[config.mk]
export PLATFORM = sky130hd
export DESIGN_NAME = cartridge_bank_mapper_with_a13_irq_unit
export DESIGN_NICKNAME = d
export VERILOG_FILES = /design/src/cbm_pkg.sv /design/src/cbm_state.sv /design/src/cbm_lookup.sv /design/src/cartridge_bank_mapper_with_a13_irq_unit.sv
export SDC_FILE = /design/constraint.sdc
export NUM_CORES = 1
export LEC_CHECK = 0
export ABC_CLOCK_PERIOD_IN_PS = 2650
export BUFFER_PORTS_ARGS = -buffer_cell sky130_fd_sc_hd__buf_2
export CELL_PAD_IN_SITES_DETAIL_PLACEMENT = 0
export CELL_PAD_IN_SITES_GLOBAL_PLACEMENT = 2
export CORE_UTILIZATION = 33
export CTS_CLUSTER_DIAMETER = 40
export DETAILED_ROUTE_END_ITERATION = 12
export GPL_TIMING_DRIVEN = 0
export PLACE_DENSITY_LB_ADDON = 0.1
export SYNTH_ARGS = -nofsm -noshare
export SYNTH_HDL_FRONTEND = slang
export SYNTH_SLANG_ARGS = --single-unit
[constraint.sdc]
create_clock -name i_clk -period 2.65 [get_ports i_clk]
set_input_delay 0.53 -clock i_clk [delete_from_list [all_inputs] [get_ports i_clk]]
set_output_delay 0.53 -clock i_clk [all_outputs]
set_load 0.02 [all_outputs]
[src/cbm_pkg.sv]
// Shared types and constants for the cartridge bank mapper.
package cbm_pkg;

    // Item modes
    localparam logic [1:0] MODE_CPU_WR  = 2'd0;
    localparam logic [1:0] MODE_PPU     = 2'd1;
    localparam logic [1:0] MODE_CPU_RD  = 2'd2;

    // Bank register decode: address bits 15:12
    localparam logic [3:0] HI_PRG0      = 4'h8;
    localparam logic [3:0] HI_MIRROR    = 4'h9;
    localparam logic [3:0] HI_PRG1      = 4'hA;
    localparam logic [3:0] HI_CHR_FIRST = 4'hB;
    localparam logic [3:0] HI_CHR_LAST  = 4'hE;

    // Control decode: address & 0xC00C
    localparam logic [15:0] CTL_SEL_MASK  = 16'hC00C;
    localparam logic [15:0] CTL_SINGLE    = 16'h8004;
    localparam logic [15:0] CTL_IRQ_SET   = 16'h800C;
    localparam logic [15:0] CTL_IRQ_ACK   = 16'hC004;
    localparam logic [15:0] CTL_CNT_EN    = 16'hC008;
    localparam logic [15:0] CTL_CNT_CLEAR = 16'hC00C;

    // Terminal value of the A13 counter; reaching it raises an interrupt and restarts the count
    localparam logic [6:0] IRQ_PERIOD = 7'd84;

    localparam logic [7:0] PRG_MASK_RESET = 8'hFF;

    typedef struct packed {
        logic [1:0]  mode;
        logic [15:0] address;
        logic [7:0]  data;
    } t_item;

    // Mapper state as seen after the current beat
    typedef struct packed {
        logic [7:0]      prg_bank0;
        logic [7:0]      prg_bank1;
        logic [7:0][7:0] chr_banks;
        logic            mirror_bit;
        logic [1:0]      single_screen;
        logic            irq_pending;
    } t_map_state;

    typedef struct packed {
        logic       irq_line;
        logic [1:0] mirroring;
        logic [7:0] bank;
        logic       bank_valid;
    } t_result;

endpackage

[src/cbm_state.sv]
// Mapper registers, write decode and A13 interrupt counter.
module cbm_state (
    input  logic                i_clk,
    input  logic                i_rst_n,
    input  logic                i_fire,
    input  cbm_pkg::t_item      i_item,
    output cbm_pkg::t_map_state o_next
);

    logic [7:0]      r_prg0, n_prg0;
    logic [7:0]      r_prg1, n_prg1;
    logic [7:0][7:0] r_chr, n_chr;
    logic            r_mirror, n_mirror;
    logic [1:0]      r_single, n_single;
    logic            r_prev_a13, n_prev_a13;
    logic [6:0]      r_count, n_count;
    logic            r_cnt_en, n_cnt_en;
    logic            r_irq, n_irq;

    logic [3:0]  hi;
    logic [3:0]  hoff;
    logic [2:0]  chr_idx;
    logic [15:0] ctl;
    logic [6:0]  count_inc;
    logic        a13;

    always_comb begin
        hi        = i_item.address[15:12];
        hoff      = hi - cbm_pkg::HI_CHR_FIRST;
        chr_idx   = {hoff[1:0], i_item.address[1]};
        ctl       = i_item.address & cbm_pkg::CTL_SEL_MASK;
        count_inc = r_count + 7'd1;
        a13       = i_item.address[13];

        n_prg0     = r_prg0;
        n_prg1     = r_prg1;
        n_chr      = r_chr;
        n_mirror   = r_mirror;
        n_single   = r_single;
        n_prev_a13 = r_prev_a13;
        n_count    = r_count;
        n_cnt_en   = r_cnt_en;
        n_irq      = r_irq;

        case (i_item.mode)
            cbm_pkg::MODE_CPU_WR: begin
                if (hi == cbm_pkg::HI_PRG0) begin
                    n_prg0 = i_item.data;
                end else if (hi == cbm_pkg::HI_MIRROR) begin
                    n_mirror = i_item.data[0];
                end else if (hi == cbm_pkg::HI_PRG1) begin
                    n_prg1 = i_item.data;
                end else if (hi >= cbm_pkg::HI_CHR_FIRST && hi <= cbm_pkg::HI_CHR_LAST) begin
                    if (i_item.address[0]) begin
                        n_chr[chr_idx][7:4] = i_item.data[3:0];
                    end else begin
                        n_chr[chr_idx][3:0] = i_item.data[3:0];
                    end
                end

                case (ctl)
                    cbm_pkg::CTL_SINGLE:    n_single = i_item.data[1:0];
                    cbm_pkg::CTL_IRQ_SET:   n_irq = 1'b1;
                    cbm_pkg::CTL_IRQ_ACK:   n_irq = 1'b0;
                    cbm_pkg::CTL_CNT_EN:    n_cnt_en = 1'b1;
                    cbm_pkg::CTL_CNT_CLEAR: begin
                        n_cnt_en = 1'b0;
                        n_count  = '0;
                        n_irq    = 1'b0;
                    end
                    default: ;
                endcase
            end
            cbm_pkg::MODE_PPU: begin
                // advance the counter on each high-to-low transition of A13 while enabled
                if (r_prev_a13 && !a13 && r_cnt_en) begin
                    if (count_inc == cbm_pkg::IRQ_PERIOD) begin
                        n_count = '0;
                        n_irq   = 1'b1;
                    end else begin
                        n_count = count_inc;
                    end
                end
                n_prev_a13 = a13;
            end
            default: ;
        endcase
    end

    always_ff @(posedge i_clk) begin
        if (!i_rst_n) begin
            r_prg0     <= '0;
            r_prg1     <= '0;
            r_chr      <= '0;
            r_mirror   <= 1'b0;
            r_single   <= '0;
            r_prev_a13 <= 1'b0;
            r_count    <= '0;
            r_cnt_en   <= 1'b0;
            r_irq      <= 1'b0;
        end else if (i_fire) begin
            r_prg0     <= n_prg0;
            r_prg1     <= n_prg1;
            r_chr      <= n_chr;
            r_mirror   <= n_mirror;
            r_single   <= n_single;
            r_prev_a13 <= n_prev_a13;
            r_count    <= n_count;
            r_cnt_en   <= n_cnt_en;
            r_irq      <= n_irq;
        end
    end

    assign o_next.prg_bank0     = n_prg0;
    assign o_next.prg_bank1     = n_prg1;
    assign o_next.chr_banks     = n_chr;
    assign o_next.mirror_bit    = n_mirror;
    assign o_next.single_screen = n_single;
    assign o_next.irq_pending   = n_irq;

endmodule

[src/cbm_lookup.sv]
// Bank lookup and mirroring select for one beat.
module cbm_lookup (
    input  cbm_pkg::t_item      i_item,
    input  cbm_pkg::t_map_state i_state,
    input  logic [7:0]          i_prg_mask,
    output cbm_pkg::t_result    o_result
);

    logic [7:0] prg_bank;
    logic [7:0] mask_m1;

    always_comb begin
        mask_m1 = i_prg_mask - 8'd1;
        case (i_item.address[14:13])
            2'd0:    prg_bank = i_state.prg_bank0 & i_prg_mask;
            2'd1:    prg_bank = i_state.prg_bank1 & i_prg_mask;
            2'd2:    prg_bank = mask_m1 & i_prg_mask;
            default: prg_bank = i_prg_mask;
        endcase

        o_result.irq_line   = i_state.irq_pending;
        o_result.mirroring  = (i_state.single_screen[1]) ? i_state.single_screen
                                                         : {1'b0, i_state.mirror_bit};
        o_result.bank       = '0;
        o_result.bank_valid = 1'b0;

        case (i_item.mode)
            cbm_pkg::MODE_CPU_WR, cbm_pkg::MODE_CPU_RD: begin
                if (i_item.address[15]) begin
                    o_result.bank       = prg_bank;
                    o_result.bank_valid = 1'b1;
                end
            end
            cbm_pkg::MODE_PPU: begin
                if (!i_item.address[13]) begin
                    o_result.bank       = i_state.chr_banks[i_item.address[12:10]];
                    o_result.bank_valid = 1'b1;
                end
            end
            default: ;
        endcase
    end

endmodule

[src/cartridge_bank_mapper_with_a13_irq_unit.sv]
// Top level of the cartridge bank mapper with A13 interrupt counter.
//
// One beat in, one beat out. Each input beat is a CPU write (mode 0), a PPU
// address sample (mode 1) or a CPU read lookup (mode 2); mode 3 changes nothing
// and returns bank 0, not valid. A beat lands in an input register, passes
// combinationally through the write decode, the A13 counter and the bank lookup,
// and its result lands in an output register, where it stays until taken.
// Mapper state updates at the same edge the result is captured, so the next
// beat already sees it. A result is valid once the output register holds it,
// and a beat waits in the input register while an untaken result blocks it.
// Throughput is one beat per cycle, limited only by results being taken. Results
// report state after the beat: a write shows the PRG bank at the written
// address with the new bank registers in place. The PRG mask register is
// written through the config channel, which is always ready; write it only
// while no beat is in flight.
module cartridge_bank_mapper_with_a13_irq_unit (
    input  logic       i_clk,
    input  logic       i_rst_n,

    // config write channel
    input  logic       i_cfg_valid,
    output logic       o_cfg_ready,
    input  logic [7:0] i_cfg_data,

    // input beats
    input  logic       i_valid,
    output logic       o_ready,
    input  logic [1:0] i_mode,
    input  logic [15:0] i_address,
    input  logic [7:0] i_data,

    // result beats
    output logic       o_valid,
    input  logic       i_ready,
    output logic       o_irq_line,
    output logic [1:0] o_mirroring,
    output logic [7:0] o_bank,
    output logic       o_bank_valid
);

    logic                r_in_valid;
    cbm_pkg::t_item      r_in;
    logic                r_out_valid;
    cbm_pkg::t_result    r_out;
    logic [7:0]          r_prg_mask;

    logic                advance;
    logic                fire;
    logic                in_accept;
    cbm_pkg::t_map_state next_state;
    cbm_pkg::t_result    result;

    // Output stage drains or is empty: the input stage may move forward.
    assign advance     = !r_out_valid || i_ready;
    assign fire        = r_in_valid && advance;
    assign o_ready     = !r_in_valid || advance;
    assign in_accept   = i_valid && o_ready;
    assign o_cfg_ready = 1'b1;

    always_ff @(posedge i_clk) begin
        if (!i_rst_n) begin
            r_prg_mask <= cbm_pkg::PRG_MASK_RESET;
        end else if (i_cfg_valid) begin
            r_prg_mask <= i_cfg_data;
        end
    end

    // Input register
    always_ff @(posedge i_clk) begin
        if (!i_rst_n) begin
            r_in_valid <= 1'b0;
        end else if (in_accept) begin
            r_in_valid <= 1'b1;
        end else if (advance) begin
            r_in_valid <= 1'b0;
        end
    end

    always_ff @(posedge i_clk) begin
        if (in_accept) begin
            r_in.mode    <= i_mode;
            r_in.address <= i_address;
            r_in.data    <= i_data;
        end
    end

    cbm_state u_state (
        .i_clk   (i_clk),
        .i_rst_n (i_rst_n),
        .i_fire  (fire),
        .i_item  (r_in),
        .o_next  (next_state)
    );

    cbm_lookup u_lookup (
        .i_item     (r_in),
        .i_state    (next_state),
        .i_prg_mask (r_prg_mask),
        .o_result   (result)
    );

    // Result register
    always_ff @(posedge i_clk) begin
        if (!i_rst_n) begin
            r_out_valid <= 1'b0;
        end else if (advance) begin
            r_out_valid <= r_in_valid;
        end
    end

    always_ff @(posedge i_clk) begin
        if (fire) begin
            r_out <= result;
        end
    end

    assign o_valid      = r_out_valid;
    assign o_irq_line   = r_out.irq_line;
    assign o_mirroring  = r_out.mirroring;
    assign o_bank       = r_out.bank;
    assign o_bank_valid = r_out.bank_valid;

endmodule
Yosys cells after proc, flatten, opt, wreduce, memory -nomap -nowiden --
Index checks and enable logic that the tools add are counted.
Operators by class: bitwise operators 3, multiplexer cells 41, $add $sub $neg 3, eq/ne operators 15, reductions and logical operators 21, order comparisons 5
Operators by type and width (number):
- 2-to-1 mux 64 bit | 6
- bitwise mux 64 bit | 2
- 2-to-1 mux 8 bit | 8
- demux 8 bit (select 3 bit) | 2
- == test 4 bit, second input constant | 8
- bitwise AND 8 bit | 3
- binary-select mux 8 bit (select 3 bit) | 1
- case mux 8 bit (3 select lines) | 1
- 2-to-1 mux 7 bit | 3
- 2-to-1 mux 9 bit | 2
- case mux 9 bit (2 select lines) | 1
- case mux 7 bit (2 select lines) | 1
- < comparator 3 x 4 -> 1 bit, second input constant | 2
- subtractor 8 x 1 -> 8 bit, second input constant | 1
- adder 7 x 1 -> 7 bit, second input constant | 1
- == test 7 bit, second input constant | 1
- 2-to-1 mux 1 bit | 7
- logical AND 1 bit | 6
- 2-to-1 mux 2 bit | 3
- case mux 1 bit (2 select lines) | 3
- nonzero test 2 bit | 3
- == test 2 x 1 -> 1 bit, second input constant | 2
- == test 2 bit, second input constant | 2
- greater-or-equal comparator 4 bit, second input constant | 1
- other kinds (12) | 18
Storage, ports and cells: word-level logic and storage cells 114, output and inout port bits 15, register bits 141, bits of input ports 39

Longest topological paths before layout --
Gate-level depths: netlist of run 1.
depth in word-level cells 16, depth in mapped cells 9, depth with buffers taken out 8

By module --
A second synthesis of run 1 with hierarchy kept.
Second synthesis, totals: cells, all modules 676, area, all modules 7322.0 um2
Modules (own cells, without submodules):
- cbm_state | sequential area each 1861.8 um2, cells each 509, times used 1, area each 4869.7 um2
- cartridge_bank_mapper_with_a13_irq_unit | sequential area each 1341.3 um2, cells each 75, times used 1, area each 1542.7 um2
- cbm_lookup | sequential area each 0.0 um2, cells each 92, times used 1, area each 909.6 um2

Worst setup path before layout of run 1 --
No wires, ideal clock.
kind reg-to-reg, start point register r_in[24] (netlist bit), end point register r_out, in the netlist o_bank[3] (data pin), data required time 2.388 ns, stages on the path, launching flop included 7, setup time 0.262 ns, path buffers 0, period minus slack after synthesis 2.341 ns, arrival time 2.078 ns, setup slack 0.309 ns, cells stage by stage edfxtp_1 -> or4_1 -> nor2_1 -> mux2_2 -> o221a_2 -> o21ai_0 -> nand3_1
RTL lines:
- start: declaration | line cartridge_bank_mapper_with_a13_irq_unit.sv:42 | cbm_pkg::t_item r_in;
- end signal: assignment | line cartridge_bank_mapper_with_a13_irq_unit.sv:113 | r_out <= result;
- end: declaration | line cartridge_bank_mapper_with_a13_irq_unit.sv:44 | cbm_pkg::t_result r_out;

==> results of run 1 <==
[cell families after synthesis]
family | Yosys count | share of synthesized area (%)
and+or+nand+nor | 300 | 22.3
DFF | 135 | 42.5
muxes | 127 | 18.1
AOI/OAI and AO/OA | 117 | 11.5
buffers and inverters | 73 | 4.68
adders and majority gates | 5 | 0.880
other | 1 | 0.0527
[registers in the layout, indices dropped and copies added, names as in the netlist]
register            flops
o_bank                  8
o_bank_valid            1
o_irq_line              1
o_mirroring             2
o_valid                 1
r_in                   20
r_in_valid              1
r_prg_mask              8
u_state.r_chr          64
u_state.r_cnt_en        1
u_state.r_count         7
u_state.r_irq           1
u_state.r_mirror        1
u_state.r_prev_a13      1
u_state.r_prg0          8
u_state.r_prg1          8
u_state.r_single        2
[layer usage]
| layer | global-route usage (%) | up-vias | share of wire, % |
|---|---|---|---|
| li1 | - | 2861 | - |
| met5 | 0 | - | 0 |
| met1 | 28.8 | 2933 | 46 |
| met3 | 4.07 | 39 | 3.8 |
| met4 | 8.93 | 0 | 2.7 |
| met2 | 36.5 | 138 | 48 |
[cell usage in the layout (no fill, tap or decap), types with 7 or more instances in the layout]
cell and count:
mux2i_1 117, dfxtp_1 103, nand2_1 83, nor2b_1 63
buf_2 51, nand3_1 45, clkbuf_1 42, a21boi_0 34
nor2_1 33, edfxtp_1 32, a21oi_1 18, clkbuf_16 18
o21ai_0 12, o22ai_1 11, mux2_2 10, buf_4 9
inv_1 9, nor3_1 9, o221ai_1 8, or3_1 7
[critical path, stage by stage (launching register included)]
cell      delay, ns
edfxtp_1       0.54
or4_4          0.65
nor2_2         0.24
mux2i_1        0.25
a211oi_1       0.10
a211oi_1       0.40
o221ai_2       0.16
[timing repair]
item,in CTS,in global routing
gates cloned,0,0
buffers inserted,3,4
gates resized for setup,15,18
setup endpoints to repair,11,17
pin swaps,1,2
[through the flow]
| step | worst slack [ns] | power (uW) | instances |
|---|---|---|---|
| floorplan | 0.309 | 2450 | 758 |
| CTS | -0.0160 | 4950 | 1111 |
| finish | 0.0410 | 4920 | 1115 |
| global route | -0.0527 | 5090 | 1115 |
| global placement | -0.420 | 2620 | 1077 |
| detailed placement | -0.488 | 2620 | 1077 |
[power by group]
group / internal (uW) / total (uW) / switching, uW
combinational: 132 / 411 / 278
clock: 1350 / 2320 / 969
sequential: 2150 / 2190 / 37.0
[how the worst min path moves through the flow]
stage | end | start | depth (start not counted) | slack (ns)
2_1_floorplan | u_state.r_chr[51] | u_state.r_chr[51] | 2 | 0.44
3_3_place_gp | u_state.r_chr[17] | u_state.r_chr[17] | 2 | 0.46
3_5_place_dp | u_state.r_chr[0] | u_state.r_chr[0] | 2 | 0.46
4_1_cts | r_in[4] | i_data[4] | 1 | 0.26
5_1_grt | r_in[5] | i_data[5] | 1 | 0.25
6_report | r_in[4] | i_data[4] | 1 | 0.27
[final cells by class]
class | count | area (um^2) | area share, %
inverter | 9 | 33.8 | 0.401
clock inverter | 14 | 124 | 1.47
tap | 275 | 344 | 4.08
multi-input combinational | 550 | 3880 | 46.0
clock buffer | 18 | 450 | 5.34
sequential | 135 | 3020 | 35.9
timing repair buffer | 51 | 273 | 3.24
buffer | 63 | 303 | 3.59
==> results.json, run 1 <==
{
  "vias": 5971,
  "hp-class": "in2reg",
  "rr_worst_depth": 6,
  "synth_most_common_cell": "mux2i_1",
  "cp-start-kind": "flop",
  "row_count": 53,
  "worst_ep_required_time_ns": 2.81,
  "final_cell_area_um2": 8430,
  "yosys_most_used_dff": "dfxtp_1",
  "synth_top_area_share_pct": 29.0,
  "tns_ns": 0,
  "netlist_top_cells_count": "mux2i_1 (117), dfxtp_1 (103), nand2_1 (83)",
  "hold_viol": 0,
  "clock_latency_ns": 0.43,
  "async_flop_share_pct": 0,
  "tightestPinTransition_ns": 1.33,
  "path_clk_slew_ns": 0.06,
  "finClkSkew_ns": 0.00912,
  "routabilityCongestion": 0.878,
  "worst_slew_margin_rel_pct": 11.6,
  "grt_start_max_net_pins": 22,
  "grt_pass1_wl_mm": 35.8,
  "fmax_mhz": 383,
  "power.leakage_uw": 0.00319,
  "peakVddDrop_v": 0.000400,
  "dpl-instance-area_um2": 7670,
  "cts_tree": "yes",
  "min_period_ns": 2.61,
  "yosysSeqAreaShare_pct": 42.5,
  "drive_above_1_share_pct": 17.3,
  "r2r_slack_ns": 0.04,
  "synth_top_cell_by_area": "dfxtp_1",
  "cp-startpoint": "r_in[8]",
  "slew_violations": 0,
  "dieWidth_um": 149,
  "via_per_inst": 5.36,
  "final_antenna_net_count": 0,
  "yosysWarnings": 0,
  "whs_ns": 0.272,
  "cts_sinks": 135,
  "setup_violations": 0,
  "synth_seq_cells": 135,
  "synth_edf_count": 32,
  "wirelength_mm": 23.6,
  "grt.overflow.total": 0,
  "r2r-end": "o_bank[2]",
  "drtPass1Iterations": 7,
  "r2r-start": "r_in[8]",
  "rsz0062_at_grt": "true",
  "num_io_pins": 54,
  "grt_usage_pct": 22.2,
  "grt_pass1_vias": 5975,
  "ctsLongestPathBuffers": 2,
  "ys_types": 63,
  "cts_buffers": 17,
  "dieArea_um2": 22100,
  "post_drt_wl_per_cell_um": 21.2,
  "cp.arrival_ns": 2.77,
  "drt_iter0_markers": 344,
  "dieHeight_um": 149,
  "critical_path.endpoint": "o_bank[2]",
  "core_area_um2": 21100,
  "finalNetCount": 871,
  "status": "finished clean",
  "netlist_area_um2": 7110,
  "cts_max_level": 4,
  "final_core_util_pct": 40.0,
  "area_growth_pct": 18.6,
  "antenna_found_initial": 0,
  "fillers": 2143,
  "critPathKind": "reg2reg",
  "syn_inst": 758,
  "start_util_pct": 33.7,
  "synth.area.top_cells": "dfxtp_1 (29%), mux2i_1 (16%), edfxtp_1 (14%)",
  "antenna_cells": 0,
  "cp_max_fo": 7,
  "avgSynthCellArea_um2": 9.38,
  "portBuffers": 44,
  "root_buffer": "clkbuf_16",
  "hpwl_mm": 17.6,
  "postCtsHoldBufs": 0,
  "power_density_nw_per_um2": 583,
  "post-route-period-util_pct": 98.5,
  "drc_errors": 0,
  "synthesis.nets": 802,
  "cp-end-kind": "flop",
  "maxCapViolCount": 0
}
Note: power is estimated with default switching activity, not from simulation.
==> run 2: changes to the inputs <==
- BUFFER_PORTS_ARGS: -buffer_cell sky130_fd_sc_hd__buf_2 -> default
- DONT_BUFFER_PORTS: default -> 1
==> results.json, run 2 (synthesized netlist as in run 1, its figures left out) <==
{
  "hold_viol": 0,
  "reg_top3": "u_state.r_chr x64, r_in x20",
  "largest_reg_flops": 64,
  "critPathKind": "reg2reg",
  "antenna_found_initial": 0,
  "dieHeight_um": 149,
  "whs_ns": 0.196,
  "cts_buffers": 17,
  "rr_worst_depth": 6,
  "drtPass1Iterations": 5,
  "cp_max_fo": 9,
  "rsz0062_at_grt": "true",
  "grt_pass1_wl_mm": 35.7,
  "grt_usage_pct": 22.1,
  "crit_family": "compound AO/OA/AOI/OAI gates",
  "finalNetCount": 830,
  "tns_ns": -0.00632,
  "tightestPinTransition_ns": 1.29,
  "peakVddDrop_v": 0.000358,
  "area_growth_pct": 16.6,
  "fillers": 2134,
  "row_count": 53,
  "slew_violations": 0,
  "root_buffer": "clkbuf_16",
  "wirelength_mm": 23.7,
  "setup_slack_ns": -0.00632,
  "via_per_inst": 5.41,
  "clock_latency_ns": 0.43,
  "cpMaxStageDelayCell": "edfxtp_1",
  "setup_violations": 1,
  "holdCritStartpoint": "i_data[7]",
  "power_density_nw_per_um2": 590,
  "cpPeakStageDelay_ns": 0.58,
  "min_to": "r_in[7]",
  "portBuffers": 0,
  "post-route-period-util_pct": 100,
  "hpwl_mm": 17.5,
  "worst_slew_margin_rel_pct": 13.7,
  "regArea_um2": 3020,
  "drive_above_1_share_pct": 13.4,
  "power.leakage_uw": 0.00305,
  "crit_path_cell_trace": "nand4_1 > nor4_4 > mux2i_1 > a211oi_1 > o41ai_2 > o221ai_1",
  "cp.arrival_ns": 2.80,
  "grt_pass1_vias": 5761,
  "r2r-start": "r_in[9]",
  "core_area_um2": 21100,
  "ctsLongestPathBuffers": 2,
  "hold_depth": 0,
  "status": "complete, but fails checks",
  "fmax_mhz": 376,
  "drt_iter0_markers": 350,
  "vias": 5805,
  "dieArea_um2": 22100,
  "hp-class": "in2reg",
  "final_common_cell": "mux2i_1",
  "min_period_ns": 2.66,
  "cp-end-kind": "flop",
  "dieWidth_um": 149,
  "final_antenna_net_count": 0,
  "grt.overflow.total": 0,
  "postCtsHoldBufs": 0,
  "pre_cts_ws_ns": -0.418,
  "cp-start-kind": "flop",
  "cts_tree": "yes",
  "start_util_pct": 33.7,
  "cts_sinks": 135,
  "violations": "negative setup slack",
  "grt_start_max_net_pins": 22,
  "worst_ep_required_time_ns": 2.79,
  "num_io_pins": 54,
  "post_drt_wl_per_cell_um": 22.1,
  "maxCapViolCount": 0,
  "critPathBufInv": 0,
  "r2r_slack_ns": -0.006,
  "routabilityCongestion": 0.830,
  "most-common-layout-cells": "mux2i_1 (116), dfxtp_1 (103), nand2_1 (82), nor2b_1 (63)",
  "cts_max_level": 4,
  "r2r-end": "o_bank[6]",
  "drc_errors": 0,
  "finClkSkew_ns": 0.00982,
  "antenna_cells": 0,
  "max_flop_register": "u_state.r_chr",
  "multi_input_area_um2": 3940,
  "path_clk_slew_ns": 0.06
}
==> run 2: final cells by class <==
class	instances	share of cell area [%]
well taps	275	4.15
flip-flops and latches	135	36.5
clock inverters	14	1.63
clock buffers	18	5.18
inverters	9	0.407
plain buffers	63	3.76
multi-input cells	550	47.5
repair buffers	10	0.906
==> run 2: worst reg2reg max path: stages (launching register included) <==
cell and delay, ns:
edfxtp_1 0.58, nand4_1 0.36, nor4_4 0.38, mux2i_1 0.28, a211oi_1 0.12, o41ai_2 0.47, o221ai_1 0.19
==> run 2: through the flow <==
step | utilization (%) | cell area [um^2] | cells | power (uW)
floorplan | - | 7110 | 758 | 2450
global placement | 35.3 | 7450 | 1033 | 2590
detailed placement | 35.3 | 7450 | 1033 | 2590
CTS | 38.5 | 8130 | 1068 | 4920
global route | 39.3 | 8290 | 1074 | 5060
finish | 39.3 | 8290 | 1074 | 4900
==> run 2: layer usage <==
metal / track usage, % / wire [um] / vias up
met4: 7.14 / 419 / 0
met3: 3.91 / 695 / 30
met1: 29.5 / 11400 / 2883
met5: 0 / 0 / -
li1: - / - / 2773
met2: 35.9 / 11200 / 119
==> run 2: repair_timing <==
action                                  CTS  global route
buffers inserted                          4             6
pin swaps                                 0             3
endpoints found under the setup margin   16            28
gates resized for setup                  17            31
hold endpoints to repair                  0             0
gates cloned                              0             0
==> run 2: worst max-delay path by stage <==
| stage | start | endpoint | slack [ns] | cells past startpoint |
|---|---|---|---|---|
| 2_1_floorplan | r_in[24] | o_bank[3] | 0.31 | 6 |
| 4_1_cts | r_in[24] | o_bank[0] | -0.03 | 7 |
| 6_report | r_in[9] | o_bank[6] | -0.006 | 6 |
| 5_1_grt | r_in[25] | o_bank[6] | -0.13 | 7 |
| 3_3_place_gp | r_in[25] | o_bank[6] | -0.40 | 7 |
| 3_5_place_dp | r_in[25] | o_bank[6] | -0.42 | 7 |
==> run 2: report_power, final <==
part           total (uW)  leakage (uW)  switching (uW)  internal [uW]
sequential           2210       0.00114            56.2           2150
combinational         374       0.00164             257            117
clock                2310      0.000267             940           1370
